[src/rtl/core/csvg_pkg.sv]
// Package: types, constants and the cube face table for the cubed-sphere vertex generator.
package csvg_pkg;

  localparam int MAX_SUBDIVISIONS = 255;
  localparam int POS_FRAC_BITS    = 15;

  localparam int DIV_BITS = 17;
  localparam int NUM_W    = 26;
  localparam int C_W      = 18;
  localparam int Q_W      = 16;
  localparam int RES_W    = 70;
  localparam int LEN_W    = 32;

  localparam logic [7:0] N_MAX  = (MAX_SUBDIVISIONS > 255) ? 8'd255 : 8'(MAX_SUBDIVISIONS);
  localparam logic [2:0] FACE_LAST = 3'd5;

  localparam logic signed [C_W-1:0] HALF_ONE = C_W'(32768);
  localparam logic [Q_W-1:0] POS_MAX = 16'h7FFF;

  localparam logic [1:0] AX_ZERO = 2'b00;
  localparam logic [1:0] AX_POS  = 2'b01;
  localparam logic [1:0] AX_NEG  = 2'b11;

  // per face: origin, u axis, v axis
  localparam logic [1:0] FACE_TAB [6][3][3] = '{
    '{'{AX_POS, AX_POS, AX_POS},  '{AX_ZERO, AX_ZERO, AX_NEG}, '{AX_ZERO, AX_NEG, AX_ZERO}},
    '{'{AX_NEG, AX_POS, AX_NEG},  '{AX_ZERO, AX_ZERO, AX_POS}, '{AX_ZERO, AX_NEG, AX_ZERO}},
    '{'{AX_NEG, AX_POS, AX_NEG},  '{AX_POS, AX_ZERO, AX_ZERO}, '{AX_ZERO, AX_ZERO, AX_POS}},
    '{'{AX_NEG, AX_NEG, AX_POS},  '{AX_POS, AX_ZERO, AX_ZERO}, '{AX_ZERO, AX_ZERO, AX_NEG}},
    '{'{AX_NEG, AX_POS, AX_POS},  '{AX_POS, AX_ZERO, AX_ZERO}, '{AX_ZERO, AX_NEG, AX_ZERO}},
    '{'{AX_POS, AX_POS, AX_NEG},  '{AX_NEG, AX_ZERO, AX_ZERO}, '{AX_ZERO, AX_NEG, AX_ZERO}}
  };

  typedef struct packed {
    logic [2:0] face_id;
    logic [7:0] grid_col;
    logic [7:0] grid_row;
  } in_item_t;

  typedef struct packed {
    logic signed [15:0] pos_x;
    logic signed [15:0] pos_y;
    logic signed [15:0] pos_z;
    logic [16:0]        tex_u;
    logic [16:0]        tex_v;
    logic [18:0]        vertex_index;
    logic               has_quad;
    logic [18:0]        corner_tl;
    logic [18:0]        corner_tr;
    logic [18:0]        corner_bl;
    logic [18:0]        corner_br;
  } out_item_t;

  typedef struct packed {
    logic [18:0] idx;
    logic        quad;
    logic [8:0]  rows;
  } side_t;

  typedef struct packed {
    side_t              side;
    logic [2:0]         face;
    logic [NUM_W-1:0]   den;
    logic [NUM_W-1:0]   rem_u;
    logic [NUM_W-1:0]   rem_v;
    logic [DIV_BITS-1:0] q_u;
    logic [DIV_BITS-1:0] q_v;
  } div_t;

  typedef struct packed {
    side_t               side;
    logic [DIV_BITS-1:0] u;
    logic [DIV_BITS-1:0] v;
    logic [2:0][C_W-1:0] c;
  } cube_t;

  typedef struct packed {
    side_t                 side;
    logic [DIV_BITS-1:0]   u;
    logic [DIV_BITS-1:0]   v;
    logic [2:0]            neg;
    logic [LEN_W-1:0]      len2;
    logic [2:0][RES_W-1:0] res;
    logic [2:0][RES_W-1:0] p;
    logic [2:0][Q_W-1:0]   q;
  } root_t;

  function automatic logic signed [C_W-1:0] scale_term(logic [1:0] s,
                                                       logic signed [C_W-1:0] x);
    logic signed [C_W-1:0] r;
    case (s)
      AX_POS:  r = x;
      AX_NEG:  r = -x;
      default: r = '0;
    endcase
    return r;
  endfunction

  function automatic logic signed [C_W-1:0] cube_comp(logic [2:0] face, logic [1:0] k,
                                                      logic [DIV_BITS-1:0] u,
                                                      logic [DIV_BITS-1:0] v);
    logic signed [C_W-1:0] ue;
    logic signed [C_W-1:0] ve;
    ue = $signed({1'b0, u});
    ve = $signed({1'b0, v});
    return scale_term(FACE_TAB[face][0][k], HALF_ONE)
         + scale_term(FACE_TAB[face][1][k], ue)
         + scale_term(FACE_TAB[face][2][k], ve);
  endfunction

endpackage

[src/rtl/core/csvg_prep.sv]
// Input cell: clamps the grid point, forms the vertex indices and the division operands.
module csvg_prep (
  input  logic               clk,
  input  logic               rst,
  input  logic               in_valid,
  output logic               in_ready,
  input  csvg_pkg::in_item_t in_item,
  input  logic [7:0]         n_eff,
  input  logic [16:0]        rows_sq,
  output logic               out_valid,
  input  logic               out_ready,
  output csvg_pkg::div_t     out_data
);
  import csvg_pkg::*;

  logic [2:0]  face_c;
  logic [7:0]  i_c;
  logic [7:0]  j_c;
  logic [8:0]  rows;
  logic [19:0] idx_full;
  div_t        data_next;

  assign in_ready = !out_valid || out_ready;

  always_comb begin
    face_c = (in_item.face_id > FACE_LAST) ? FACE_LAST : in_item.face_id;
    i_c    = (in_item.grid_col > n_eff) ? n_eff : in_item.grid_col;
    j_c    = (in_item.grid_row > n_eff) ? n_eff : in_item.grid_row;
    rows   = {1'b0, n_eff} + 9'd1;
    idx_full = 20'(face_c) * 20'(rows_sq) + 20'(j_c) * 20'(rows) + 20'(i_c);
    data_next.side.idx  = idx_full[18:0];
    data_next.side.quad = (i_c < n_eff) && (j_c < n_eff);
    data_next.side.rows = rows;
    data_next.face  = face_c;
    data_next.den   = NUM_W'({n_eff, 1'b0});
    data_next.rem_u = NUM_W'({i_c, 17'b0}) + NUM_W'(n_eff);
    data_next.rem_v = NUM_W'({j_c, 17'b0}) + NUM_W'(n_eff);
    data_next.q_u   = '0;
    data_next.q_v   = '0;
  end

  always_ff @(posedge clk) begin
    if (rst) begin
      out_valid <= 1'b0;
    end else if (in_ready) begin
      out_valid <= in_valid;
    end
  end

  always_ff @(posedge clk) begin
    if (in_ready) begin
      out_data <= data_next;
    end
  end

endmodule

[config.mk]
export PLATFORM = sky130hd
export DESIGN_NAME = csvg_prep
export DESIGN_NICKNAME = d
export VERILOG_FILES = /design/src/rtl/core/csvg_pkg.sv /design/src/rtl/core/csvg_prep.sv
export SDC_FILE = /design/constraint.sdc
export NUM_CORES = 1
export LEC_CHECK = 0
export BUFFER_PORTS_ARGS = -buffer_cell sky130_fd_sc_hd__buf_2
export CORE_AREA = 2 2 115 162
export CTS_BUF_LIST = sky130_fd_sc_hd__clkbuf_4
export DETAILED_ROUTE_END_ITERATION = 16
export DIE_AREA = 0 0 117 164
export GPL_TIMING_DRIVEN = 0
export PLACE_DENSITY = 0.71
export SETUP_SLACK_MARGIN = 0.3
export SYNTH_ARGS = -nofsm -noshare
export SYNTH_HDL_FRONTEND = slang
export SYNTH_SLANG_ARGS = --single-unit
export TNS_END_PERCENT = 10
[constraint.sdc]
create_clock -name clk -period 7.1 [get_ports clk]
set_clock_uncertainty 0.2 [all_clocks]
set_input_delay 1.42 -clock clk [delete_from_list [all_inputs] [get_ports clk]]
set_output_delay 1.42 -clock clk [all_outputs]
set_load 0.01 [all_outputs]
* Yosys cells after proc, flatten, opt, wreduce, memory -nomap -nowiden
Cells that the tools add are included.
** Storage, ports and cells
- Bits in registers :: 93
- Logic and storage cells :: 26
** Cells by class
- Add/sub/neg operators :: 5
- Multiply operators :: 2
- Order comparisons :: 5
- Mux-type cells :: 3
- Reduce and logical (&&, ||, !) cells :: 3
** Operator list (number)
- adder 25 x 8 -> 26 bit :: 2
- adder 19 x 17 -> 19 bit :: 1
- adder 19 x 8 -> 19 bit :: 1
- multiplier 3 x 17 -> 19 bit :: 1
- multiplier 8 x 9 -> 17 bit :: 1
- > comparator 8 bit :: 2
- < comparator 8 bit :: 2
- two-way mux 8 bit :: 2
- adder 8 x 1 -> 9 bit, second input constant :: 1
- > comparator 3 bit, second input constant :: 1
- two-way mux 3 bit :: 1
- logical AND 1 bit :: 1
- zero test 1 bit :: 1
- logical OR 1 bit :: 1

* Depth between registers and ports, before layout
- Depth after elaboration :: 5
- Mapped depth :: 27
- Gate-level depth less buffers :: 26

* Worst setup path before layout
No wires, ideal clock.
- Path type :: input-to-reg
- From :: input n_eff[3]
- To :: register out_data[137] in the netlist's numbering, data pin
- Library setup time :: 0.195 ns
- Arrival :: 7.276 ns
- Required time :: 6.705 ns
- Setup slack :: -0.571 ns
- Stages on the path :: 23
- Cells stage by stage :: inv_1 -> ha_1 -> a21o_1 -> nand2_1 -> a31oi_2 -> o31ai_4 -> mux2i_1 -> or2_1 -> fa_1 -> fa_1 -> inv_1 -> fa_1 -> fa_1 -> inv_1 -> fa_1 -> inv_1 -> ha_1 -> o21ai_0 -> nor2b_1 -> a211oi_1 -> o21ai_0 -> or4b_1 -> o311ai_0
** RTL lines
- start, declared :: line csvg_prep.sv:8 : input logic [7:0] n_eff,
- end signal, assigned :: line csvg_prep.sv:52 : out_data <= data_next;
- end, declared :: line csvg_prep.sv:12 : output csvg_pkg::div_t out_data

==> metrics.csv <==
stage,metric,value,unit
floorplanning,die area,0.0192,mm2
floorplanning,Die W,117,um
placed_design,dpl hpwl,14.6,mm
clocking,"Reg clk slew, reported paths",110,ps
synth,multiplexer share of the synthesized area,1.82,%
finish,Final Core Density,57.4,%
synth,number of synthesized flops with an enable pin,56,
synth,main combinational cell family by area after synthesis,adder cells,
drt,initial DRC count,229,
grt,number of global-route vias before repair,6037,
critical_path,CP most frequent cell,buf_6,
clocking,CTS H-tree depth,3,
critical_path,Critical Path Source Type,input pin,
synth,Mapped Avg Cell Area,9.76,um2
synth,"Seq/Total Area, Yosys",21.7,%
synth,Synth top cells by count,"166 x inv_1, 94 x fa_1, 89 x buf_4",
timing,Relative slew margins,42.4,%
timing,Min Hold Slack,884,ps
run_status,failing checks,negative setup slack,
drt,WL/cell,14.2,um
clocking,clock sinks,57,
clocking,Root Buffer Master,clkbuf_4,
grt,first-pass GRT wire length,29.0,mm
finish,NumNets Final,1292,
placed_design,Placement Cell Area,0.00929,mm2
clocking,CTS tree,built,
drt,remaining antenna violation count,0,
drt,DRC Markers,0,
synth,"count leader, synth",inv_1,
timing,Final Hold Viols,0,
grt,GRT Total Usage,20.0,%
placed_design,port buffer count,120,
finish,register area,0.00170,mm2
floorplanning,Top-Level Pins,194,
floorplanning,FP Rows,58,
timing,slew of the pin with the lowest slew margin,864,ps
synth,Post-Synth Simple-Gate Area,11.5,%
finish,share of cells above drive strength 1,36.5,%
critical_path,Critical Path RT,7110,ps
synth,Post-Synth XOR/XNOR Area,2.35,%
floorplanning,Core ar.,0.0178,mm2
power_and_ir_drop,worst vdd ir,0.487,mV
run_status,status,"finished, violations left",
power_and_ir_drop,Power Dens Cells,459,mW/mm2
flow_run,Maximum Capacitance Violations,0,
synth,Synth top area share,24.1,%
critical_path,Crit Path Max Fanout,5,
clocking,worst skew pair latency,440,ps
power_and_ir_drop,leakage power,5.17,nW
synth,Syn. warnings,0,
critical_path,CP Class,input pin to register,
timing,Final min period,7340,ps
synth,Syn Std Cell Area,0.00782,mm2
grt,largest net degree at the start of global routing,59,
critical_path,Critical Path Max Stage Delay,550,ps
synth,Synth Flop Type,edfxtp_1,
grt,GRT overflow,0,
synth,adder-cell share of the synthesized area,38.0,%
finish,final std cells w/o fill,1310,
timing,Peak Freq,0.136,GHz
synth,Synth Instances,802,
synth,post-synthesis compound-gate area fraction,7.21,%
floorplanning,Initial Util,44.0,%
finish,Area Growth Syn to Fin,30.5,%
clocking,Max clock buf depth,2,
clocking,Num CTS Buffers,9,
placed_design,Placed Cells incl. Taps,1233,
timing,fin worst setup slack,-237,ps
synth,Yosys cell types,54,
finish,Finished Cell Area,0.0102,mm2
worst_hold_path,HP Class,register to register,
finish,Multi-input gate area,0.00553,mm2
finish,fill count,1511,
floorplanning,Die Span Y,164,um
timing,setup violators final,8,
timing,max-slew violations,0,
drt,vias,6105,
critical_path,critical path's slowest cell,fa_2,
drt,post-DR vias/cell,4.66,
synth,Synth async-reset ratio,0,%
placed_design,"worst slack, placed",-1130,ps
critical_path,CP arrival,7350,ps
timing,Final Cycle Share,103,%
critical_path,crit path capture type,register,
power_and_ir_drop,total power,4.69,mW
drt,drt pass-1 iters,5,
drt,final WL,18.7,mm
timing,TNS Setup,-1470,ps
timing,RSZ-0062 raised after global routing,yes,
placed_design,Final Wtd Congestion,0.861,
synth,Area contributors post-synth,"fa_1 24%, edfxtp_1 21%, ha_1 14%",
grt,initial antenna violation count,2,
clocking,# hold bufs at CTS,0,
synth,number of synthesized register bits,57,
synth,top cell type by total area after synthesis,fa_1,
-- state kept, by name, summed over array words and instances (netlist names) --
| signal | cells |
|---|---|
| out_data | 56 |
| out_valid | 1 |
-- report_power, final --
part / internal [mW] / leakage [nW] / switching, mW
Clock: 0.112 / 0.0766 / 0.145
Sequential: 0.588 / 0.593 / 0.0176
Combinational: 1.89 / 4.50 / 1.93
-- kinds of logic (layout without fill, tap and decap cells) --
group / after synthesis / after routing
multiplexers: 8 / 8
adder cells (fa/ha/maj): 181 / 181
flip-flops: 57 / 57
buffers and inverters: 266 / 461
AO/OA/AOI/OAI: 82 / 82
XOR/XNOR: 21 / 21
other: 1 / 74
AND/OR/NAND/NOR: 186 / 186
-- final timing paths --
path                           from                       to  slack (ps)  depth (start not counted)
max                        n_eff[3]  out_data[139]$_DFFE_PP_        -240                         29
min          out_valid$_SDFFE_PP0P_   out_valid$_SDFFE_PP0P_         880                          2
max reg2reg  out_valid$_SDFFE_PP0P_  out_data[129]$_DFFE_PP_        5510                          1
min reg2reg  out_valid$_SDFFE_PP0P_   out_valid$_SDFFE_PP0P_         880                          2
-- routing by layer --
| metal | up-vias | routed length (um) | GRT usage [%] |
|---|---|---|---|
| met3 | 49 | 774 | 3.25 |
| met5 | - | 0 | 0 |
| met1 | 2972 | 6650 | 20.9 |
| met4 | 0 | 735 | 8.50 |
| met2 | 174 | 10500 | 38.5 |
| li1 | 2910 | - | - |
-- critical path: cells and delay by family --
| kind | cells | cell delay, ps |
|---|---|---|
| muxes | 1 | 320 |
| and+or+nand+nor | 4 | 290 |
| adders and majority gates | 7 | 3010 |
| buffers and inverters | 10 | 1040 |
| AOI/OAI and AO/OA | 6 | 1100 |
| xor gates and xnor gates | 1 | 130 |
-- cell type report --
| cell class | count | share of cell area [%] |
|---|---|---|
| buffer | 97 | 7.02 |
| clock buffer | 10 | 0.735 |
| clock inverter | 6 | 0.674 |
| timing repair buffer | 179 | 11.2 |
| antenna | 2 | 0.0490 |
| tap | 240 | 2.94 |
| inverter | 169 | 6.47 |
| multi-input combinational | 550 | 54.2 |
| sequential | 57 | 16.7 |
-- cells in the final DEF (no fill, tap or decap), types with 5 or more instances in the layout --
cell	count
clkbuf_4	11
nor2_1	41
a21oi_1	25
nand3_1	8
buf_2	115
and2_1	35
nor2_2	8
conb_1	72
o211ai_1	5
nor3_1	5
a21o_1	12
ha_1	70
fa_2	11
o21a_1	5
mux2i_4	7
inv_2	10
inv_1	152
nand2b_1	5
nand2_1	41
fa_1	83
clkbuf_1	5
buf_6	10
ha_4	15
edfxtp_1	56
nand4_1	5
nand2_2	10
o21ai_0	7
nor2b_1	11
clkinvlp_4	6
xnor2_1	18
buf_4	139
-- timing repair --
action                                  CTS  global route
gates cloned                              1             0
resized for setup                        28            42
pin swaps                                24            54
endpoints found under the setup margin   14            14
buffers inserted                         32            26
Note: power is estimated with default switching activity, not from simulation.
